==> src/rtl/csr_to_block_csr_converter_unit_macros.svh <==
// Assertion macros for the CSR to block CSR converter.
// Included by the converter unit, which carries the concurrent checks; no other dependencies.
`ifndef CSR_TO_BLOCK_CSR_CONVERTER_UNIT_MACROS_SVH
`define CSR_TO_BLOCK_CSR_CONVERTER_UNIT_MACROS_SVH

`ifndef SYNTHESIS

// Clocked check, disabled while reset is asserted
`define C2B_ASSERT(lbl, clk, rst_n, prop, msg) \
    lbl: assert property (@(posedge clk) disable iff (!rst_n) prop) else $error(msg);

// Clocked check that also holds during reset
`define C2B_ASSERT_ALWAYS(lbl, clk, prop, msg) \
    lbl: assert property (@(posedge clk) prop) else $error(msg);

`else

`define C2B_ASSERT(lbl, clk, rst_n, prop, msg)
`define C2B_ASSERT_ALWAYS(lbl, clk, prop, msg)

`endif

`endif

==> src/rtl/c2b_pkg.sv <==
// Shared widths, codes, control structs and helpers of the CSR to block CSR converter.
// No dependencies; the other RTL modules and interfaces import it.
package c2b_pkg;

    // Field widths
    localparam int FUNC_W  = 2;
    localparam int COL_W   = 12;
    localparam int VAL_W   = 32;
    localparam int IDX_W   = 24;
    localparam int BS_W    = 7;
    localparam int EPOCH_W = 16;
    localparam int RIB_W   = 6;

    // Default capacities
    localparam int C_MAX_COLS   = 4096;
    localparam int C_MAX_ROWS   = 4096;
    localparam int C_MAX_VALUES = 16777216;

    // Saturation and range limits
    localparam logic [IDX_W-1:0] CNT_MAX  = {IDX_W{1'b1}};
    localparam logic [BS_W-1:0]  EDGE_MAX = BS_W'(64);

    // Input word function codes
    localparam logic [FUNC_W-1:0] FUNC_NZ      = 2'd0;
    localparam logic [FUNC_W-1:0] FUNC_ROW_END = 2'd1;
    localparam logic [FUNC_W-1:0] FUNC_START   = 2'd2;

    // Output word kinds
    localparam logic KIND_VALUE  = 1'b0;
    localparam logic KIND_ROWPTR = 1'b1;

    // Divider status
    typedef struct packed {
        logic busy;
        logic done;
    } t_div_stat;

    // Tag memory access control
    typedef struct packed {
        logic en;
        logic we;
    } t_mem_ctl;

    // Effective block edge: zero acts as one, large values clamp to 64
    function automatic logic [BS_W-1:0] edge_of(input logic [BS_W-1:0] bs);
        logic [BS_W-1:0] e;
        if (bs == '0) begin
            e = BS_W'(1);
        end else if (bs > EDGE_MAX) begin
            e = EDGE_MAX;
        end else begin
            e = bs;
        end
        return e;
    endfunction

endpackage

==> src/rtl/c2b_div.sv <==
// Restoring divider, one quotient bit per cycle: column by block edge.
// Depends on c2b_pkg for widths and the status struct.
module c2b_div (
    input  logic                        i_clk,
    input  logic                        i_rst_n,
    input  logic                        i_start,
    input  logic [c2b_pkg::COL_W-1:0]   i_dividend,
    input  logic [c2b_pkg::BS_W-1:0]    i_divisor,
    output logic [c2b_pkg::COL_W-1:0]   o_quot,
    output logic [c2b_pkg::BS_W-1:0]    o_rem,
    output c2b_pkg::t_div_stat          o_stat
);
    import c2b_pkg::*;

    localparam int CNT_W = $clog2(COL_W + 1);

    logic             r_busy;
    logic [CNT_W-1:0] r_cnt;
    logic [COL_W-1:0] r_quo;
    logic [BS_W-1:0]  r_rem;
    logic [BS_W-1:0]  r_dvs;

    logic [BS_W:0] trial;
    logic [BS_W:0] diff;
    logic          ge;

    // Shift in next dividend bit and try a subtract
    assign trial = {r_rem, r_quo[COL_W-1]};
    assign ge    = (trial >= {1'b0, r_dvs});
    assign diff  = trial - {1'b0, r_dvs};

    // Control state
    always_ff @(posedge i_clk) begin
        if (!i_rst_n) begin
            r_busy <= 1'b0;
            r_cnt  <= '0;
        end else if (i_start) begin
            r_busy <= 1'b1;
            r_cnt  <= '0;
        end else if (r_busy) begin
            r_cnt <= r_cnt + CNT_W'(1);
            if (r_cnt == CNT_W'(COL_W - 1)) begin
                r_busy <= 1'b0;
            end
        end
    end

    // Datapath, no reset
    always_ff @(posedge i_clk) begin
        if (i_start) begin
            r_quo <= i_dividend;
            r_rem <= '0;
            r_dvs <= i_divisor;
        end else if (r_busy) begin
            r_quo <= {r_quo[COL_W-2:0], ge};
            r_rem <= ge ? diff[BS_W-1:0] : trial[BS_W-1:0];
        end
    end

    assign o_quot      = r_quo;
    assign o_rem       = r_rem;
    assign o_stat.busy = r_busy;
    // Last step in progress; results are registered at this edge
    assign o_stat.done = r_busy && (r_cnt == CNT_W'(COL_W - 1));

endmodule

==> config.mk <==
export PLATFORM = sky130hd
export DESIGN_NAME = c2b_div
export DESIGN_NICKNAME = d
export VERILOG_FILES = /design/src/rtl/csr_to_block_csr_converter_unit_macros.svh /design/src/rtl/c2b_pkg.sv /design/src/rtl/c2b_div.sv
export SDC_FILE = /design/constraint.sdc
export NUM_CORES = 1
export LEC_CHECK = 0
export ABC_AREA = 1
export ABC_CLOCK_PERIOD_IN_PS = 4400
export BUFFER_PORTS_ARGS = -buffer_cell sky130_fd_sc_hd__buf_4
export CORE_ASPECT_RATIO = 1.5
export CORE_MARGIN = 1
export CORE_UTILIZATION = 59
export CTS_BUF_LIST = sky130_fd_sc_hd__clkbuf_2
export DETAILED_ROUTE_END_ITERATION = 12
export HOLD_SLACK_MARGIN = 0.1
export PLACE_DENSITY = 0.88
export SETUP_SLACK_MARGIN = 0.5
export SLEW_MARGIN = 40
export SYNTH_ARGS = -nofsm -noshare
export SYNTH_HDL_FRONTEND = slang
export SYNTH_SLANG_ARGS = --single-unit
==> constraint.sdc <==
create_clock -name i_clk -period 4.4 [get_ports i_clk]
set_input_delay 0 -clock i_clk [delete_from_list [all_inputs] [get_ports i_clk]]
set_output_delay 0 -clock i_clk [all_outputs]
set_load 0.05 [all_outputs]
# Word-level counts from Yosys, hierarchy flattened
# Cells that the tools add are included.
# Widths: inputs -> output; s select.
[word_totals] word_cells=19 input_bits=22 register_bits=31
[classes] n_eq_ne=1 addsub=2 muxes=6 reduce_logical=3 n_bitwise=1 order_cmp=1
[ops] operator="$mux 12" n=2
[ops] operator="$ge 8x7->1" n=1
[ops] operator="$mux 7" n=1
[ops] operator="$sub 7x7->7" n=1
[ops] operator="$add 4x1->4 const B" n=1
[ops] operator="$eq 4x4->1 const B" n=1
[ops] operator="$mux 1" n=3
[ops] operator="$reduce_bool 2->1" n=1
[ops] operator="$reduce_or 2->1" n=1
[ops] operator="$logic_and 1x1->1" n=1
[ops] operator="$not 1->1" n=1

# Depth between registers and ports, before layout
# Gate-level depths: netlist (run 1).
[logic_depth] depth_word=4 depth_mapped=12 depth_no_buf=12

# Worst setup path before layout (run 1)
# No wires, ideal clock.
[synth_timing] path_kind="reg-to-reg" startpoint="register r_quo[11] (netlist: o_quot[11])" endpoint="register r_rem[0] (netlist: o_rem[0])" setup_slack_ps=2332 t_arrival_ps=1950 required_ps=4282 setup_ps=118 n_path_buf=0 path_stages_with_launch=12 cell_sequence="edfxtp_1 -> inv_1 -> ha_1 -> fa_1 -> inv_1 -> nand2_1 -> nand2_1 -> nand3_1 -> nand3_4 -> nand2_1 -> nand3_1 -> o21ai_2"
[synth_between] elab_chain_len=2 word_cells_on_any_way=3
[synth_rtl] element="start, declared" line_no="c2b_div.sv:19" source="logic [COL_W-1:0] r_quo;"
[synth_rtl] element="start signal, assigned" line_no="c2b_div.sv:51" source="r_quo <= i_dividend;"
[synth_rtl] element="start signal, assigned" line_no="c2b_div.sv:55" source="r_quo <= {r_quo[COL_W-2:0], ge};"
[synth_rtl] element="$sub 7x7->7 / $ge 8x7->1 (equally long branches)" line_no="c2b_div.sv:30, c2b_div.sv:29"
[synth_rtl] element="$mux 7 *" line_no="c2b_div.sv:56" source="r_rem <= ge ? diff[BS_W-1:0] : trial[BS_W-1:0];"
[synth_rtl] element="end signal, assigned" line_no="c2b_div.sv:56"
[synth_rtl] element="end, declared" line_no="c2b_div.sv:20" source="logic [BS_W-1:0] r_rem;"
# Mark *: on every way between the ends. The rest lies on a longest branch, timed or not.
# A chain may end at the register's enable or synchronous reset.

# Worst setup path after layout (run 1)
[layout_timing] startpoint="register r_quo[11] (netlist: o_quot[11])" endpoint="register r_rem[4] (netlist: o_rem[4])"
# Same word-level chain as after synthesis.

==> results by group, run 1 <==
Outcome
  – Status: complete, no violations

Setup path
  – CP cell instances: inv_1 -> ha_1 -> fa_1 -> inv_1 -> nand2_1 -> nand2_1 -> nand2_1 -> nand2_1 -> nand2_2 -> nand3b_1 -> nand3_1 -> nand2_1
  – R2r setup slk: 2.46 ns
  – Crit start category: register
  – Worst R2R Start: o_quot[11]
  – CP max stage cell: fa_1
  – Cell family with most CP delay: simple AND/OR/NAND/NOR gates
  – Worst-path maximum fanout: 8
  – R2R cell count: 12
  – CP arrival: 2.27 ns
  – CP Buf/Inv Count: 2
  – Worst setup EP type: register
  – Crit Path Category: reg -> reg
  – CP required: around 4.7 ns
  – Most used cell, CP: nand2_1
  – Reg-to-Reg End: o_rem[4]
  – Largest stage delay on the critical path: roughly 0.40 ns

Timing
  – Final setup TNS: 0 ns
  – Final setup vio count: 0
  – RSZ-0062 raised after global routing: false
  – Min cycle time layout: 1.94 ns
  – Period utilization: between 40% and 50%
  – Max_slew headroom: roughly 60%
  – Skew final: 0.0219 ns
  – FMAX: 0.517 GHz
  – Least-Margin Pin Slew: 0.593 ns
  – Hold Fails Final Rpt: 0
  – Slew Viols, Final: 0

Power
  – PD cells: 330 mW/mm2
  – Switching Share: about a third
  – NetSw: 0.255 mW
  – Peak supply drop: ~0.27 mV
  – Clk pwr share: 25.8%
  – Combinational power share: 28.4%
  – Reg power frac: 45.8%
  – Internal Power: between 0.5 and 0.6 mW
  – Lkg Pwr: 1.15 nW

Finish
  – Area of the multi-input gates: 766 um2
  – Register area: 811 um2
  – Fillers: 154
  – Area delta synth->final: 37.0%
  – Net count, final: 297
  – Commonest non-fill, non-tap cell in the layout: nand2_1
  – Final Core Density: 85.3%
  – Share of cells above drive strength 1: 22.8%
  – Commonest cells after routing, fill and taps aside: nand2_1 (76), buf_4 (42), inv_1 (22), dlygate4sd3_1 (21), edfxtp_1 (19)

Global routing
  – Largest net degree at the start of global routing: 23
  – Total gr overflow: 0
  – Initial antenna violation count: 0
  – GRT met1 Usage: a little over a third
  – Number of global-route vias before repair: 1605
  – Total GRT Usage: 32.8%
  – Top Usage Layer GRT: met2
  – First-pass GRT wire length: 6910 um
  – Grt met3 use: between 8 and 9%
  – GR Util met2: 57.7%

Detailed routing
  – WL/cell: around 15 um
  – DR vias: 1600
  – TritonRoute pass-1 iters: 4
  – Antenna-violating nets left: 0
  – Vias per cell: 5.25
  – Routed WL: 4450 um
  – Iter 0 DRT Violations: 48
  – Remaining DRCs: 0

Yosys
  – Gate Count Post-Synth: between 150 and 200
  – Synthesized flop and latch total: 31
  – Post-synth top area share: 33.9%
  – Mux cell area share after synthesis: 0%
  – Synth top area cells: edfxtp_1 (34%), nand2_1 (17%), dfxtp_1 (14%)
  – Mapped Nets: 230
  – Mapped Avg Cell Area: approximately 8.5 um2
  – Sequential share of the synthesized area: between 40% and 50%
  – Xor and xnor fraction of the mapped netlist area: 1.56%
  – Yosys warns: 0
  – Synth area leader: edfxtp_1
  – Area share of and/or/nand/nor cells after synthesis: 32.5%
  – Number of distinct library cells after synthesis: 30
  – Synth Area in Compound Gates: 4.23%
  – Largest family of logic cells by synthesized area: simple AND/OR/NAND/NOR gates
  – Adder-cell area share of the yosys netlist: 7.13%
  – Synth Cell Area: 0.00169 mm2

Clock tree
  – CTS root buffer: clkbuf_2
  – Sink Count: 31
  – Number of CTS-inserted buffers: 5
  – Clock Pin Slew Worst Setup and Hold Paths: 0.18 ns
  – Htree depth: 2
  – Post CTS Setup Buffer Count: 0
  – CTS tree: done
  – Clk_lat worst skew: 0.38 ns
  – CTS Hold Bufs: 21
  – Clock Tree Buf Depth: 2
  – Post-CTS sizing: 0

Floorplan
  – Die X: ~46 um
  – I/O pins: 43
  – DIE HEIGHT: 67.5 um
  – Placement Rows: 23
  – Initial Util: between 60% and 70%
  – Full die area: between 0.003 and 0.004 mm2
  – Core area: 0.00271 mm2

Run
  – Max-cap violations: 0

Placement
  – Detail Placement HPWL: approximately 2600 um
  – Placer Congestion: 0.823
  – Port Buffers: 42

Min path
  – Hold depth: 2
  – Hold Crit Class: in -> reg
  – Hold_sp: i_divisor[4]
  – Hold EP: r_dvs[4]
-- how the worst max path moves through the flow --
stage	startpoint	end	slack, ns	cells after the start
after global placement	o_quot[11]	o_quot[0]	2.63	10
after CTS	o_quot[11]	o_rem[4]	2.53	12
after global routing	o_quot[11]	o_rem[4]	2.27	12
final	o_quot[11]	o_rem[4]	2.46	12
after detailed placement	o_quot[11]	o_rem[4]	2.56	12
after floorplan	o_quot[11]	o_rem[0]	2.33	11
-- cells by family (layout without fill, tap and decap cells) --
family	count (synthesis)	after routing
AOI/OAI and AO/OA	9	9
DFF	31	31
adders and majority gates	9	9
and+or+nand+nor	119	119
other	0	1
buffers and inverters	28	96
xor gates and xnor gates	3	3
-- per-stage QoR --
stage                     hold WS [ns]  setup slack [ns]  instance area, um2  total power [mW]  instances
final                            0.322              2.46                2310             0.762        305
after global routing             0.314              2.27                2310             0.793        304
after CTS                        0.333              2.53                2310             0.754        304
after detailed placement         0.179              2.56                2030             0.550        275
after global placement           0.178              2.63                2030             0.547        275
after floorplan                 0.0989              2.33                1690             0.490        199
-- final cells by class --
class                      count  area share (%)
multi-input combinational    140            33.2
clock buffer                   5            1.08
inverter                      25            4.07
sequential                    31            35.1
tap                           37            2.01
timing repair buffer          63            22.8
clock inverter                 3            1.68
antenna                        1           0.108
-- Yosys cell counts --
master and n:
a211oi_1 1, nor3b_1 1, xor2_1 3, nor2_2 1, nor3_1 2, nand2_2 1, nand2_1 76, or2_4 1
a21oi_4 1, nand3_2 2, a31oi_1 1, dfxtp_1 12, nor2_1 12, inv_2 3, o21a_1 1, a21oi_1 3
nor2_8 1, nand3b_1 5, fa_1 1, edfxtp_1 19, inv_1 22, or2_1 1, o21ai_2 1, buf_4 1
nand4_1 2, o211a_1 1, ha_1 8, nand3_1 13, nand3_4 1, clkbuf_1 2
-- layer usage --
| metal | wire length [um] | part of all wire [%] |
|---|---|---|
| met3 | 236 | 5.3 |
| met1 | 1650 | 37 |
| met2 | 2440 | 55 |
| met4 | 119 | 2.7 |
| met5 | 0 | 0 |
-- registers in the layout (all words and copies together), names as in the netlist --
signal,count
o_quot,12
o_rem,7
r_busy,1
r_cnt,4
r_dvs,7
-- worst reg2reg max path, delay by kind of cell (launching register included) --
| kind | cells | cell delay, ns |
|---|---|---|
| simple gates | 8 | 0.74 |
| flops | 1 | 0.39 |
| buf+inv | 2 | 0.15 |
| fa+ha+maj | 2 | 0.63 |
-- power by group through the flow --
| stage | clock network, mW | registers, mW | logic (mW) |
|---|---|---|---|
| after floorplan | 0 | 0.404 | 0.0863 |
| after global routing | 0.208 | 0.351 | 0.233 |
| after detailed placement | 0 | 0.354 | 0.196 |
| after global placement | 0 | 0.354 | 0.194 |
| after CTS | 0.194 | 0.348 | 0.212 |
| final | 0.197 | 0.349 | 0.217 |
Note: power is estimated with default switching activity, not from simulation.
==> run 2, diff against run 1 <==
--- a/config.mk
+++ b/config.mk
@@ -6,15 +6,15 @@
 export NUM_CORES = 1
 export LEC_CHECK = 0
 export ABC_AREA = 1
-export ABC_CLOCK_PERIOD_IN_PS = 4400
+export ABC_CLOCK_PERIOD_IN_PS = 1570
 export BUFFER_PORTS_ARGS = -buffer_cell sky130_fd_sc_hd__buf_4
 export CORE_ASPECT_RATIO = 1.5
 export CORE_MARGIN = 1
-export CORE_UTILIZATION = 59
+export CORE_UTILIZATION = 49
 export CTS_BUF_LIST = sky130_fd_sc_hd__clkbuf_2
 export DETAILED_ROUTE_END_ITERATION = 12
 export HOLD_SLACK_MARGIN = 0.1
-export PLACE_DENSITY = 0.88
+export PLACE_DENSITY = 0.78
 export SETUP_SLACK_MARGIN = 0.5
 export SLEW_MARGIN = 40
 export SYNTH_ARGS = -nofsm -noshare
==> constraint.sdc (replaced) <==
create_clock -name i_clk -period 1.57 [get_ports i_clk]
set_input_delay 0 -clock i_clk [delete_from_list [all_inputs] [get_ports i_clk]]
set_output_delay 0 -clock i_clk [all_outputs]
set_load 0.05 [all_outputs]
==> results by group, run 2 (synthesis results as in run 1) <==
Outcome
  – Status: finished with violations
  – Failing checks: setup timing

Detailed routing
  – Routed WL: 5040 um
  – Antenna-violating nets left: 0
  – Vias per cell: roughly 5.2
  – TritonRoute pass-1 iters: 4
  – Remaining DRCs: 0
  – Iter 0 DRT Violations: 53
  – WL/cell: 15.1 um
  – DR vias: roughly 1700

Global routing
  – Total gr overflow: 0
  – First-pass GRT wire length: 7040 um
  – Largest net degree at the start of global routing: 17
  – Initial antenna violation count: 0
  – Number of global-route vias before repair: 1636
  – Total GRT Usage: 26.3%

Setup path
  – Crit Path Category: reg -> reg
  – Worst R2R Start: r_dvs[0]
  – CP max stage cell: edfxtp_1
  – Most used cell, CP: nand2_2
  – Largest stage delay on the critical path: 0.45 ns
  – R2r setup slk: -0.20 ns
  – R2R cell count: 9
  – CP cell instances: ha_4 -> fa_2 -> inv_2 -> nand2_2 -> nand2_2 -> nand2_2 -> nand2_2 -> nand2_4 -> a31oi_1
  – CP arrival: ~2.0 ns
  – Reg-to-Reg End: o_quot[0]
  – Worst setup EP type: register
  – Crit start category: register
  – Worst-path maximum fanout: 8
  – CP required: 1.81 ns

Timing
  – Slew Viols, Final: 0
  – RSZ-0062 raised after global routing: true
  – Slack of the critical path: -0.204 ns
  – Hold Fails Final Rpt: 0
  – Period utilization: 113%
  – Final setup vio count: 8
  – Smallest hold slack: about 0.027 ns
  – Min cycle time layout: 1.77 ns
  – FMAX: about 0.56 GHz
  – Skew final: 0.0238 ns
  – Max_slew headroom: a little over two thirds
  – Least-Margin Pin Slew: between 0.4 and 0.5 ns

Power
  – Peak supply drop: just under 0.7 mV
  – Switching Share: 36.1%
  – Lkg Pwr: between 1 and 1.5 nW
  – Combinational power share: 35.1%
  – PD cells: 798 mW/mm2
  – Reg power frac: between 40% and 50%
  – Clk pwr share: 18.6%
  – NetSw: 0.764 mW
  – Internal Power: 1.35 mW

Floorplan
  – DIE HEIGHT: 73.8 um
  – I/O pins: 43
  – Full die area: 0.00368 mm2
  – Initial Util: roughly 52%
  – Die X: 49.9 um
  – Core area: 0.00322 mm2
  – Placement Rows: 25

Clock tree
  – Clock Pin Slew Worst Setup and Hold Paths: between 0.15 and 0.2 ns
  – Htree depth: 2
  – CTS root buffer: clkbuf_2
  – CTS Hold Bufs: 21
  – Number of CTS-inserted buffers: 5
  – Clock Tree Buf Depth: 2
  – Clk_lat worst skew: 0.38 ns
  – CTS tree: done
  – Sink Count: 31

Placement
  – Detail Placement HPWL: 2720 um
  – Placer Congestion: 0.857
  – Placed insts: 294
  – Port Buffers: between 40 and 50

Min path
  – Hold Crit Class: in -> reg
  – Hold_sp: i_start
  – Hold depth: 2
  – Hold EP: r_busy

Finish
  – Share of cells above drive strength 1: between 30% and 40%
  – Commonest non-fill, non-tap cell in the layout: nand2_1
  – Layout Cells excl Fill: between 300 and 400
  – Fillers: 193
  – Ant. Diodes: 0
  – Area of the multi-input gates: a little under 900 um2
  – Net count, final: 324
  – Area delta synth->final: 57.4%
  – Commonest cells after routing, fill and taps aside: nand2_1 (69), buf_4 (57), dlygate4sd3_1 (21), edfxtp_1 (19), inv_1 (18)
  – Max FFs per register: 12
  – Register area: slightly above 800 um2

Run
  – Max-cap violations: 0
## run 2: changes by cell type in the layout (fill, tap and decap cells not counted), moves of 4 or more
cell	delta
nand3_1	-4
nand2_2	+6
buf_4	+15
buf_6	+11
dfxtp_1	-4
nand2_1	-7
inv_1	-4
## run 2: final cells by class
type / count / share of cell area, %
multi-input cells: 140 / 32.8
flip-flops and latches: 31 / 30.8
repair buffers: 90 / 29.3
inverters: 25 / 3.77
well taps: 40 / 1.89
clock buffers: 6 / 1.13
clock inverters: 2 / 0.283
## run 2: stage by stage
stage / cell area, um2 / setup TNS (ns) / utilization [%] / worst slack (ns) / total power [mW]
6_report: 2650 / -1.43 / 82.3 / -0.204 / 2.12
5_1_grt: 2650 / -1.96 / 82.3 / -0.272 / 2.20
4_1_cts: 2530 / -1.17 / 78.7 / -0.165 / 2.05
3_5_place_dp: 2180 / -1.41 / 67.6 / -0.186 / 1.60
3_3_place_gp: 2180 / -1.04 / 67.6 / -0.141 / 1.59
2_1_floorplan: 1710 / -3.03 / - / -0.395 / 1.39
## run 2: repair_timing
item	in CTS	in global routing
setup endpoints to repair	23	30
gates resized for setup	17	25
setup buffers	7	4
endpoints found under the hold margin	31	13
pin swaps	8	6
## run 2: worst max-delay path, delay by kind of cell, from the launching register on
kind / cells / cell delay (ns)
AND/OR/NAND/NOR: 5 / 0.36
AO/OA/AOI/OAI: 1 / 0.17
adder cells (fa/ha/maj): 2 / 0.56
flip-flops: 1 / 0.45
buffers and inverters: 1 / 0.07
## run 2: power groups by stage
stage / combinational (mW) / sequential, mW / clock (mW)
3_3_place_gp: 0.603 / 0.989 / 0
5_1_grt: 0.794 / 0.985 / 0.423
6_report: 0.744 / 0.980 / 0.393
2_1_floorplan: 0.251 / 1.13 / 0
3_5_place_dp: 0.615 / 0.988 / 0
4_1_cts: 0.698 / 0.973 / 0.383
## run 2: worst max-delay path by stage
stage                     startpoint   endpoint  slack, ns
after floorplan           o_quot[11]   o_rem[0]      -0.40
after global placement    o_quot[11]   o_rem[5]      -0.14
after detailed placement  o_quot[11]   o_rem[0]      -0.19
after CTS                 o_quot[11]   o_rem[0]      -0.17
after global routing        r_dvs[0]   o_rem[3]      -0.27
final                       r_dvs[0]  o_quot[0]      -0.20
## run 2: routing by layer
metal  GRT usage, %  part of all wire [%]
met5              0                     0
met4           16.2                   4.4
met3           5.38                   3.1
met2           48.6                    56
met1           26.4                    37
